[config.mk]
export PLATFORM = sky130hd
export DESIGN_NAME = pedal_and_button_midi_front_end_core
export DESIGN_NICKNAME = d
export VERILOG_FILES = /design/src/hdl/pbmfe_pkg.sv /design/src/hdl/pbmfe_outq.sv /design/src/hdl/pedal_and_button_midi_front_end_core.sv
export VERILOG_INCLUDE_DIRS = /design/src /design/src/hdl
export SDC_FILE = /design/constraint.sdc
export NUM_CORES = 1
export LEC_CHECK = 0
export BUFFER_PORTS_ARGS = -buffer_cell sky130_fd_sc_hd__buf_2
export CORE_ASPECT_RATIO = 1.5
export CORE_MARGIN = 2
export CORE_UTILIZATION = 34
export DETAILED_ROUTE_END_ITERATION = 7
export GPL_ROUTABILITY_DRIVEN = 1
export PLACE_DENSITY = 0.58
export SLEW_MARGIN = 30
export SYNTH_ARGS = -nofsm -noshare
export SYNTH_HDL_FRONTEND = slang
export SYNTH_SLANG_ARGS = --single-unit
[constraint.sdc]
create_clock -name clock -period 8.05 [get_ports clock]
set_clock_uncertainty 0.15 [all_clocks]
set_input_delay 1.2075 -clock clock [delete_from_list [all_inputs] [get_ports clock]]
set_output_delay 1.2075 -clock clock [all_outputs]
set_load 0.005 [all_outputs]
[src/hdl/pedal_and_button_midi_front_end_core_assert.svh]
// Assertion macros used by the front end core RTL.
`ifndef PEDAL_AND_BUTTON_MIDI_FRONT_END_CORE_ASSERT_SVH
`define PEDAL_AND_BUTTON_MIDI_FRONT_END_CORE_ASSERT_SVH

`ifndef SYNTHESIS
`define PBMFE_ASSERT_IMP(label, clk, rst, ante, cons) \
   label: assert property (@(posedge clk) disable iff (rst) (ante) |-> (cons)) \
      else $error("%m: check failed");
`define PBMFE_ASSERT_NEXT(label, clk, rst, ante, cons) \
   label: assert property (@(posedge clk) disable iff (rst) (ante) |=> (cons)) \
      else $error("%m: check failed");
`else
`define PBMFE_ASSERT_IMP(label, clk, rst, ante, cons)
`define PBMFE_ASSERT_NEXT(label, clk, rst, ante, cons)
`endif

`endif

[src/hdl/pbmfe_pkg.sv]
package pbmfe_pkg;

   localparam int unsigned SamplesPerAverageDefault = 64;
   localparam int unsigned DebounceResetVal         = 100;
   localparam int unsigned ProgramCountResetVal     = 30;
   localparam int unsigned SampleWidth              = 8;
   localparam int unsigned ValueWidth               = 7;
   localparam int unsigned DebounceWidth            = 8;
   localparam int unsigned VolumeShift              = 7;
   localparam int unsigned VolumeMax                = 127;
   localparam int unsigned MaxMsgs                  = 3;
   localparam int unsigned MsgCntWidth              = 2;

   typedef enum logic {
      MSG_VOLUME  = 1'b0,
      MSG_PROGRAM = 1'b1
   } msg_kind_type;

   typedef enum logic {
      CSR_DEBOUNCE_PERIOD = 1'b0,
      CSR_PROGRAM_COUNT   = 1'b1
   } csr_index_type;

   typedef struct packed {
      msg_kind_type          kind;
      logic [ValueWidth-1:0] value;
   } msg_type;

   typedef struct packed {
      logic                   load;
      logic [MsgCntWidth-1:0] n_msgs;
   } oq_load_type;

   typedef struct packed {
      logic can_load;
      logic last;
   } oq_status_type;

endpackage

[src/hdl/pbmfe_outq.sv]
module pbmfe_outq (
   input  logic                                           clock,
   input  logic                                           reset,
   input  pbmfe_pkg::oq_load_type                         load_i,
   input  pbmfe_pkg::msg_type [pbmfe_pkg::MaxMsgs-1:0]    msgs_i,
   output pbmfe_pkg::oq_status_type                       status_o,
   output logic                                           valid_o,
   input  logic                                           ready_i,
   output pbmfe_pkg::msg_type                             head_o
);

   logic [pbmfe_pkg::MsgCntWidth-1:0]          left_ff, left_in;
   pbmfe_pkg::msg_type [pbmfe_pkg::MaxMsgs-1:0] slot_ff, slot_in;
   logic                                        take;

   assign take    = (left_ff != '0) && ready_i;
   assign valid_o = (left_ff != '0);
   assign head_o  = slot_ff[0];

   assign status_o.can_load = (left_ff == '0) ||
                              ((left_ff == pbmfe_pkg::MsgCntWidth'(1)) && ready_i);
   assign status_o.last     = (left_ff == pbmfe_pkg::MsgCntWidth'(1));

   always_comb begin
      left_in = left_ff;
      slot_in = slot_ff;
      if (take) begin
         left_in = left_ff - pbmfe_pkg::MsgCntWidth'(1);
         for (int i = 0; i < int'(pbmfe_pkg::MaxMsgs) - 1; i++) begin
            slot_in[i] = slot_ff[i+1];
         end
      end
      if (load_i.load) begin
         left_in = load_i.n_msgs;
         slot_in = msgs_i;
      end
   end

   always_ff @(posedge clock) begin
      if (reset) begin
         left_ff <= '0;
      end else begin
         left_ff <= left_in;
      end
   end

   always_ff @(posedge clock) begin
      slot_ff <= slot_in;
   end

endmodule

[src/hdl/pedal_and_button_midi_front_end_core.sv]
// A tick is taken into the input register and worked from there once the output queue can
// load; its first message is then presented from the output queue register.
// One tick per cycle while each tick yields at most one message and the result port is not
// stalled; a tick that yields more holds the next one until its last message is being taken.
// Reset (synchronous): averaging, sent volume and button state cleared, hysteresis direction
// up, program 30, debounce period 100, program count 30, no messages pending.
`include "pedal_and_button_midi_front_end_core_assert.svh"

module pedal_and_button_midi_front_end_core #(
   parameter int unsigned SAMPLES_PER_AVERAGE = pbmfe_pkg::SamplesPerAverageDefault
) (
   input  logic        clock,
   input  logic        reset,
   input  logic        req_tvalid,
   output logic        req_tready,
   input  logic [15:0] req_tdata,  // pedal_sample[7:0], up_button_pressed[8],
                                   // down_button_pressed[9], zero fill
   output logic        rsp_tvalid,
   input  logic        rsp_tready,
   output logic [7:0]  rsp_tdata,  // msg_value[6:0], zero fill
   output logic [0:0]  rsp_tuser,  // msg_kind[0]
   output logic        rsp_tlast,
   input  logic        csr_we,
   input  logic [0:0]  csr_index,
   input  logic [7:0]  csr_wdata
);

   localparam int unsigned SumWidth = $clog2(SAMPLES_PER_AVERAGE * 255 + 1);
   localparam int unsigned CntWidth = $clog2(SAMPLES_PER_AVERAGE);
   localparam int unsigned QWidth   = SumWidth - pbmfe_pkg::VolumeShift;
   localparam int unsigned SatWidth = (QWidth > pbmfe_pkg::ValueWidth) ? QWidth
                                                                       : pbmfe_pkg::ValueWidth;
   localparam int unsigned VW       = pbmfe_pkg::ValueWidth;

   // configuration
   logic [pbmfe_pkg::DebounceWidth-1:0] debounce_period_ff;
   logic [VW-1:0]                       program_count_ff;

   // input register
   logic                                in_valid_ff;
   logic [pbmfe_pkg::SampleWidth-1:0]   in_sample_ff;
   logic                                in_up_ff;
   logic                                in_down_ff;

   // tick state
   logic [SumWidth-1:0]                 sample_sum_ff, sample_sum_in;
   logic [CntWidth-1:0]                 sample_count_ff, sample_count_in;
   logic [VW-1:0]                       sent_volume_ff, sent_volume_in;
   logic                                moving_up_ff, moving_up_in;
   logic [pbmfe_pkg::DebounceWidth-1:0] debounce_left_ff, debounce_left_in;
   logic                                up_held_ff, up_held_in;
   logic                                down_held_ff, down_held_in;
   logic [VW-1:0]                       program_number_ff, program_number_in;

   logic                                proc_fire;
   logic [SumWidth-1:0]                 sum_ext;
   logic [SatWidth-1:0]                 q_ext;
   logic [VW-1:0]                       vol;
   logic [VW:0]                         vol8;
   logic [VW:0]                         sent8;
   logic                                vol_send;
   logic [VW-1:0]                       modulus;
   logic [VW:0]                         pn_inc;
   logic [VW-1:0]                       pn;
   logic [pbmfe_pkg::MsgCntWidth-1:0]   n_msgs;

   pbmfe_pkg::msg_type [pbmfe_pkg::MaxMsgs-1:0] msgs;
   pbmfe_pkg::oq_load_type                      oq_load;
   pbmfe_pkg::oq_status_type                    oq_status;
   pbmfe_pkg::msg_type                          head;

   assign proc_fire  = in_valid_ff && oq_status.can_load;
   assign req_tready = !in_valid_ff || oq_status.can_load;

   always_ff @(posedge clock) begin
      if (reset) begin
         debounce_period_ff <= pbmfe_pkg::DebounceWidth'(pbmfe_pkg::DebounceResetVal);
         program_count_ff   <= VW'(pbmfe_pkg::ProgramCountResetVal);
      end else if (csr_we) begin
         case (pbmfe_pkg::csr_index_type'(csr_index))
            pbmfe_pkg::CSR_DEBOUNCE_PERIOD: debounce_period_ff <= csr_wdata;
            pbmfe_pkg::CSR_PROGRAM_COUNT:   program_count_ff   <= csr_wdata[VW-1:0];
            default: ;
         endcase
      end
   end

   always_ff @(posedge clock) begin
      if (reset) begin
         in_valid_ff <= 1'b0;
      end else if (req_tready) begin
         in_valid_ff <= req_tvalid;
      end
   end

   always_ff @(posedge clock) begin
      if (req_tready && req_tvalid) begin
         in_sample_ff <= req_tdata[7:0];
         in_up_ff     <= req_tdata[8];
         in_down_ff   <= req_tdata[9];
      end
   end

   // volume averaging with hysteresis
   always_comb begin
      sum_ext         = sample_sum_ff + SumWidth'(in_sample_ff);
      q_ext           = SatWidth'(sum_ext >> pbmfe_pkg::VolumeShift);
      vol             = (q_ext > SatWidth'(pbmfe_pkg::VolumeMax)) ? VW'(pbmfe_pkg::VolumeMax)
                                                                   : q_ext[VW-1:0];
      vol8            = {1'b0, vol};
      sent8           = {1'b0, sent_volume_ff};
      sample_sum_in   = sum_ext;
      sample_count_in = sample_count_ff + CntWidth'(1);
      sent_volume_in  = sent_volume_ff;
      moving_up_in    = moving_up_ff;
      vol_send        = 1'b0;
      if (sample_count_ff == CntWidth'(SAMPLES_PER_AVERAGE - 1)) begin
         sample_sum_in   = '0;
         sample_count_in = '0;
         if (vol8 > sent8 + (VW+1)'(1)) begin
            moving_up_in = 1'b1;
         end
         if (vol8 + (VW+1)'(1) < sent8) begin
            moving_up_in = 1'b0;
         end
         vol_send = ((vol > sent_volume_ff) && moving_up_in) ||
                    ((vol < sent_volume_ff) && !moving_up_in);
         if (vol_send) begin
            sent_volume_in = vol;
         end
      end
   end

   // debounced buttons, program stepping and message list
   always_comb begin
      modulus          = (program_count_ff == '0) ? VW'(1) : program_count_ff;
      pn               = program_number_ff;
      pn_inc           = {1'b0, program_number_ff} + (VW+1)'(1);
      debounce_left_in = debounce_left_ff;
      up_held_in       = up_held_ff;
      down_held_in     = down_held_ff;
      msgs             = '0;
      n_msgs           = '0;
      if (vol_send) begin
         msgs[n_msgs] = '{kind: pbmfe_pkg::MSG_VOLUME, value: vol};
         n_msgs       = n_msgs + pbmfe_pkg::MsgCntWidth'(1);
      end
      if (debounce_left_ff != '0) begin
         debounce_left_in = debounce_left_ff - pbmfe_pkg::DebounceWidth'(1);
      end else begin
         debounce_left_in = debounce_period_ff;
         up_held_in       = in_up_ff;
         down_held_in     = in_down_ff;
         if (in_up_ff && !up_held_ff) begin
            pn           = (pn_inc > ({1'b0, modulus} - (VW+1)'(1))) ? '0 : pn_inc[VW-1:0];
            msgs[n_msgs] = '{kind: pbmfe_pkg::MSG_PROGRAM, value: pn};
            n_msgs       = n_msgs + pbmfe_pkg::MsgCntWidth'(1);
         end
         if (in_down_ff && !down_held_ff) begin
            pn           = ((pn == '0) ? modulus : pn) - VW'(1);
            msgs[n_msgs] = '{kind: pbmfe_pkg::MSG_PROGRAM, value: pn};
            n_msgs       = n_msgs + pbmfe_pkg::MsgCntWidth'(1);
         end
      end
      program_number_in = pn;
   end

   always_ff @(posedge clock) begin
      if (reset) begin
         sample_sum_ff     <= '0;
         sample_count_ff   <= '0;
         sent_volume_ff    <= '0;
         moving_up_ff      <= 1'b1;
         debounce_left_ff  <= '0;
         up_held_ff        <= 1'b0;
         down_held_ff      <= 1'b0;
         program_number_ff <= VW'(pbmfe_pkg::ProgramCountResetVal);
      end else if (proc_fire) begin
         sample_sum_ff     <= sample_sum_in;
         sample_count_ff   <= sample_count_in;
         sent_volume_ff    <= sent_volume_in;
         moving_up_ff      <= moving_up_in;
         debounce_left_ff  <= debounce_left_in;
         up_held_ff        <= up_held_in;
         down_held_ff      <= down_held_in;
         program_number_ff <= program_number_in;
      end
   end

   assign oq_load.load   = proc_fire;
   assign oq_load.n_msgs = n_msgs;

   pbmfe_outq u_outq (
      .clock    (clock),
      .reset    (reset),
      .load_i   (oq_load),
      .msgs_i   (msgs),
      .status_o (oq_status),
      .valid_o  (rsp_tvalid),
      .ready_i  (rsp_tready),
      .head_o   (head)
   );

   assign rsp_tdata = {1'b0, head.value};
   assign rsp_tuser = head.kind;
   assign rsp_tlast = oq_status.last;

   `PBMFE_ASSERT_IMP(a_fire_room, clock, reset, proc_fire,
                     !rsp_tvalid || (rsp_tlast && rsp_tready))
   `PBMFE_ASSERT_NEXT(a_msgs_offered, clock, reset, proc_fire && (n_msgs != '0), rsp_tvalid)
   `PBMFE_ASSERT_NEXT(a_debounce_reload, clock, reset,
                      proc_fire && (debounce_left_ff == '0),
                      debounce_left_ff == $past(debounce_period_ff))
   `PBMFE_ASSERT_NEXT(a_volume_hold, clock, reset, !proc_fire, $stable(sent_volume_ff))

endmodule
# After elaboration in Yosys (flattened, before gate mapping)
# Index checks and enable logic that the tools add are counted.
totals:
  regBits: 97
  latchBits: 0
  ramBits: 0
  mem_bits_ro: 0
  input_bits: 30
  out_inout_bits: 12
  elab_cells: 108
  mem_count: 0
classes:
  add_sub_neg: 11
  n_mul: 0
  div: 0
  order_cmp: 10
  n_eq_ne: 2
  n_shift: 0
  n_mux: 34
  bitwise: 2
  reduce_logical: 28
op_table:
  columns: ["operator", "n"]
  rows:
  - ["24-bit two-way mux", 3]
  - ["7-bit two-way mux", 8]
  - ["24-bit bitwise mux", 2]
  - ["16-bit two-way mux", 3]
  - ["8-bit demux with 2-bit select", 2]
  - ["7-bit by 1-bit adder with 8-bit output, second input constant", 3]
  - ["8-bit two-way mux", 3]
  - ["14-bit by 8-bit adder with 14-bit output", 1]
  - ["7-bit logical NOT", 2]
  - ["14-bit two-way mux", 1]
  - ["2-bit two-way mux", 6]
  - ["1-bit logical AND", 10]
  - ["7-bit by 8-bit > comparator with 1-bit output", 1]
  - ["8-bit > comparator", 1]
  - ["8-bit by 7-bit less-than comparator with 1-bit output", 1]
  - ["2-bit AND reduction", 4]
  - ["8-bit nonzero test", 1]
  - ["7-bit by 1-bit subtractor with 8-bit output, second input constant", 1]
  - ["8-bit by 1-bit subtractor with 8-bit output, second input constant", 1]
  - ["7-bit > comparator", 1]
  - ["7-bit > comparator, second input constant", 1]
  - ["7-bit less-than comparator", 1]
  - ["7-bit by 1-bit subtractor with 7-bit output, second input constant", 1]
  - ["6-bit by 1-bit adder with 6-bit output, second input constant", 1]
  - ["14 further kinds", 28]

# Depth between registers and ports, before layout
logic_depth:
  depth_word: 23
  mapped_depth: 25
  depth_no_buf: 24

# Modules after synthesis
# From an unflattened synthesis, not the netlist that was laid out.
hier_totals:
  cells_unflattened: 752
  hier_area_um2: 6561.3
modules_own_cells:
  columns: ["mod", "instances", "cells_per_inst", "area_each_um2", "seq_area_each_um2"]
  rows:
  - ["pedal_and_button_midi_front_end_core", 1, 683, 5396.4, 1521.5]
  - ["pbmfe_outq", 1, 69, 1164.9, 760.7]

# Worst setup path before layout
# Ideal clock, no wire load.
synth_timing:
  kind: "flip-flop to flip-flop"
  startpoint: "reg in_sample_ff[0] (netlist name)"
  endpoint: "reg u_outq.slot_ff[10] (netlist name), data pin"
  setup_ps: 145
  arrival_time_ps: 5244
  required_ps: 7755
  setup_slack_ps: 2511
  path_stages_with_launch: 21
  path_buffers: 1
  period_less_slack_ps: 5539
  path_cell_list: "edfxtp_1 -> ha_1 -> fa_1 -> a211o_1 -> a2111oi_4 -> nor3_1 -> xor2_1 -> ha_1 -> a21o_1 -> a21o_1 -> a211oi_1 -> o211ai_1 -> a21oi_1 -> a211oi_2 -> mux2i_1 -> clkbuf_1 -> inv_2 -> ha_1 -> and2_1 -> or4_4 -> o21ai_1"
synth_rtl:
  columns: ["element", "line", "rtl"]
  rows:
  - ["from (decl)", "pedal_and_button_midi_front_end_core.sv:41", "logic [pbmfe_pkg::SampleWidth-1:0] in_sample_ff;"]
  - ["from (signal assigned)", "pedal_and_button_midi_front_end_core.sv:98", "in_sample_ff <= req_tdata[7:0];"]
  - ["to (signal assigned)", "pbmfe_outq.sv:48", "slot_ff <= slot_in;"]
  - ["to (decl)", "pbmfe_outq.sv:13", "pbmfe_pkg::msg_type [pbmfe_pkg::MaxMsgs-1:0] slot_ff, slot_in;"]

# Worst setup path in the final report
layout_timing:
  startpoint: "reg in_sample_ff[0] (netlist name)"
  endpoint: "reg u_outq.left_ff[0] (netlist name)"
layout_via:
  elab_chain_cells: 19
  word_cells_on_any_way: 24
  cone_classes: "add/sub (4); order compare (5); mux (11); reduce/logical (4)"
layout_lines:
  columns: ["element", "line", "rtl"]
  rows:
  - ["14-bit by 8-bit adder with 14-bit output (*)", "pedal_and_button_midi_front_end_core.sv:106", "sum_ext = sample_sum_ff + SumWidth'(in_sample_ff);"]
  - ["7-bit > comparator", "pedal_and_button_midi_front_end_core.sv:108", "vol = (q_ext > SatWidth'(pbmfe_pkg::VolumeMax)) ? VW'(pbmfe_pkg::VolumeMax)"]
  - ["7-bit two-way mux (*)", "pedal_and_button_midi_front_end_core.sv:108", null]
  - ["net vol[5]", "pedal_and_button_midi_front_end_core.sv:58", "logic [VW-1:0] vol;"]
  - ["7-bit by 1-bit adder with 8-bit output / 7-bit by 8-bit > comparator with 1-bit output (equally long branches)", "pedal_and_button_midi_front_end_core.sv:123, pedal_and_button_midi_front_end_core.sv:120", null]
  - ["8-bit by 7-bit less-than comparator with 1-bit output / 1-bit two-way mux (equally long branches)", "pedal_and_button_midi_front_end_core.sv:123, pedal_and_button_midi_front_end_core.sv:120", null]
  - ["1-bit two-way mux", "pedal_and_button_midi_front_end_core.sv:123", "if (vol8 + (VW+1)'(1) < sent8) begin"]
  - ["1-bit two-way mux", "pedal_and_button_midi_front_end_core.sv:117", "if (sample_count_ff == CntWidth'(SAMPLES_PER_AVERAGE - 1)) begin"]
  - ["(+4 left out)", null, null]
  - ["1-bit two-way mux (*)", "pedal_and_button_midi_front_end_core.sv:144", "if (vol_send) begin"]
  - ["2-bit by 1-bit adder with 2-bit output", "pedal_and_button_midi_front_end_core.sv:157", "n_msgs = n_msgs + pbmfe_pkg::MsgCntWidth'(1);"]
  - ["2-bit two-way mux", "pedal_and_button_midi_front_end_core.sv:154", "if (in_up_ff && !up_held_ff) begin"]
  - ["2-bit two-way mux", "pedal_and_button_midi_front_end_core.sv:148", "if (debounce_left_ff != '0) begin"]
  - ["2-bit by 1-bit adder with 2-bit output", "pedal_and_button_midi_front_end_core.sv:162", "n_msgs = n_msgs + pbmfe_pkg::MsgCntWidth'(1);"]
  - ["2-bit two-way mux", "pedal_and_button_midi_front_end_core.sv:159", "if (in_down_ff && !down_held_ff) begin"]
  - ["2-bit two-way mux (*)", "pedal_and_button_midi_front_end_core.sv:148", null]
  - ["2-bit two-way mux (*)", "pbmfe_outq.sv:33", "if (load_i.load) begin"]
  - ["to (signal assigned)", "pbmfe_outq.sv:43", "left_ff <= left_in;"]
  - ["to (decl)", "pbmfe_outq.sv:12", "logic [pbmfe_pkg::MsgCntWidth-1:0] left_ff, left_in;"]
# The timed path passes the listed nets; every way through them passes the cells marked *. The select of a mux whose other input is x is not followed.
# A chain may end at the register's enable or synchronous reset.

==> metrics <==
RSZ-0062 raised after global routing=false; Initial Utilization=0.348; post-cts sizing count=0; Routed WL=16900 um; CP Capture Type=flip-flop; FFs w/ async S/R, synth=0; Max Cap Violations=0; Req. time, crit path=8.17 ns; Root Buffer=clkbuf_16; Overflow after GRT=0; initial antenna violation count=0; largest net degree at the start of global routing=52; Synth Register Bits=97; post-synthesis mux area share=0.0141; vias post-DR=5658; post-CTS setup buffers=0; prevailing post-synth register cell=dfxtp_1; Synth Area in Simple Gates=0.217; switching pwr=0.774 mW; die area=0.0202 mm2; DR DRC count=0; H-tree Lvls=3; reg2reg start=in_sample_ff[0]$_DFFE_PP_; n_diodes=0; Cell Pwr Density=264 mW/mm2; Syn Std Cell Area=0.00649 mm2; HPWL Detailed=12700 um; Skew-Pair Late Insertion Delay=0.35 ns; Mapped Nets=864; relative slew slack=0.403; commonest non-fill, non-tap cell in the layout=nor2_1; CP arrival=6.13 ns; leak pwr=2.89 nW; first-pass GRT wire length=28100 um; part of the power in registers=0.346; via/cell ratio=5.41; Synth Warn #=0; Worst setup SP type=flip-flop; Synth Area in Adders=0.0918; total core area=0.0186 mm2; Worst Setup SP=in_sample_ff[0]$_DFFE_PP_; Final Max Tran Viols=0; GPL Wtd Cong=0.875; Synth Instances=787; first-pass iteration count of the detailed router=5; Site Rows=61; crit-path max FO=16; syn_area_per_cell=8.24 um2; Port Buffers=34; Detail Route Antenna Nets=0; fin crit share=0.747; Post-synth EDFFs=34; share of the yosys chip area belonging to registers=0.352; clock tree from TritonCTS=yes; 1st-iter DRT viols=326; CP Class=reg -> reg; placed cell area=0.00682 mm2; post-synthesis xor/xnor area fraction=0.0419; Hold WC Path Type=reg -> reg; final instance area=0.00710 mm2; Final #Nets=866; setup TNS=0 ns; maximum clock frequency=166 MHz; die extent in y=173 um; largest family of logic cells by synthesized area=compound AO/OA/AOI/OAI gates; share of cells above drive strength 1=0.0995; area grow syn2layout=9.53%; final hold vios=0; Worst Tran Pin Value=0.893 ns; gr usage total=0.173; Final min period=6.01 ns; # clock sinks=97; TritonCTS Buffers=9; synth unique cells=75; I/O pin count=42; sw frac=0.412; Synth Area in Compound Gates=0.228; setup violators final=0; Die X-Extent=117 um; outcome=completed; Combinational Power Share=0.429; vias in the first global route=5451; Hold Startpoint=up_held_ff$_SDFFE_PP0P_; VDD IR max=0.137 mV; clock power share=0.226; most frequent cells in the layout=86 x nor2_1, 81 x nand2_1, 63 x dfxtp_1; Internal=1.10 mW; Clock Pin Slew Worst Setup and Hold Paths=0.08 ns; Post-CTS Hold Buffers=0; wire per inst=16.2 um; CTS Buffer Depth=2
[critical path: stages, from the launching register on]
cell	delay, ns
edfxtp_1	0.37
ha_1	0.25
fa_1	0.43
a211o_1	0.35
a2111oi_4	0.41
nor3_1	0.13
xor2_1	0.54
nand4_1	0.26
xnor2_1	0.18
ha_1	0.27
o21ai_0	0.07
a31oi_1	0.22
nor4_1	0.09
a211oi_2	0.30
mux2i_1	0.25
buf_4	0.25
inv_2	0.07
ha_1	0.34
and2_1	0.20
o21ai_0	0.24
a21boi_0	0.30
o211ai_1	0.12
a21oi_1	0.15
[layout make-up]
| class | instances | area (um2) |
|---|---|---|
| Tap cell | 252 | 315 |
| Sequential cell | 97 | 2280 |
| Inverter | 34 | 128 |
| Clock inverter | 7 | 63.8 |
| Timing Repair Buffer | 41 | 223 |
| Multi-Input combinational cell | 606 | 3870 |
| Fill cell | 1987 | 11500 |
| Clock buffer | 9 | 225 |
[Yosys cell counts, drive strengths merged, types with 16 or more instances]
library cell	count	area share
clkbuf	38	0.022
a22oi	17	0.020
nor2	86	0.050
ha	46	0.089
a21oi	57	0.044
inv	34	0.020
xnor2	17	0.023
nand2	81	0.047
nand3	39	0.030
a211oi	16	0.021
o21ai	43	0.034
dfxtp	63	0.19
edfxtp	34	0.16
[per-stage QoR]
step | power [mW] | hold slack, ns | std cells | utilization | setup slack [ns]
finish | 1.88 | 0.306 | 1046 | 0.381 | 2.04
global placement | 1.45 | 0.290 | 1030 | 0.365 | 2.06
global route | 2.02 | 0.321 | 1046 | 0.381 | 1.58
detailed placement | 1.46 | 0.295 | 1030 | 0.366 | 2.01
CTS | 1.89 | 0.305 | 1046 | 0.381 | 1.97
floorplan | 1.24 | 0.282 | 787 | - | 2.51
[worst paths after layout]
kind                                     to  slack [ns]  depth (start not counted)
max          u_outq.left_ff[0]$_SDFFE_PP0P_        2.04                         22
min                 up_held_ff$_SDFFE_PP0P_        0.31                          2
max reg2reg  u_outq.left_ff[0]$_SDFFE_PP0P_        2.04                         22
min reg2reg         up_held_ff$_SDFFE_PP0P_        0.31                          2
[power groups by stage]
stage	logic, mW	registers (mW)	clock network (mW)
finish	0.804	0.648	0.424
global route	0.904	0.659	0.455
CTS	0.804	0.648	0.435
detailed placement	0.802	0.659	0
global placement	0.793	0.658	0
floorplan	0.611	0.633	0
[metal layers]
layer,wire length [um],global-route usage,vias up
li1,-,-,2851
met1,7010,0.211,2647
met2,8770,0.306,123
met3,573,0.0193,37
met4,563,0.0662,0
met5,0,0,-
[kinds of logic after synthesis]
family | after synthesis
AOI/OAI and AO/OA | 218
DFF | 97
buffers and inverters | 84
xor gates and xnor gates | 31
adders and majority gates | 47
other | 2
and+or+nand+nor | 299
muxes | 9
[flip-flops by register name, summed over array words and instances (netlist names)]
name                count
sample_sum_ff          14
in_valid_ff             1
in_up_ff                1
debounce_period_ff      8
moving_up_ff            1
u_outq.head_o           8
program_count_ff        7
up_held_ff              1
in_sample_ff            8
u_outq.slot_ff         16
down_held_ff            1
program_number_ff       7
sent_volume_ff          7
u_outq.left_ff          2
in_down_ff              1
sample_count_ff         6
debounce_left_ff        8
No activity file was read; power rests on OpenSTA's default activity.
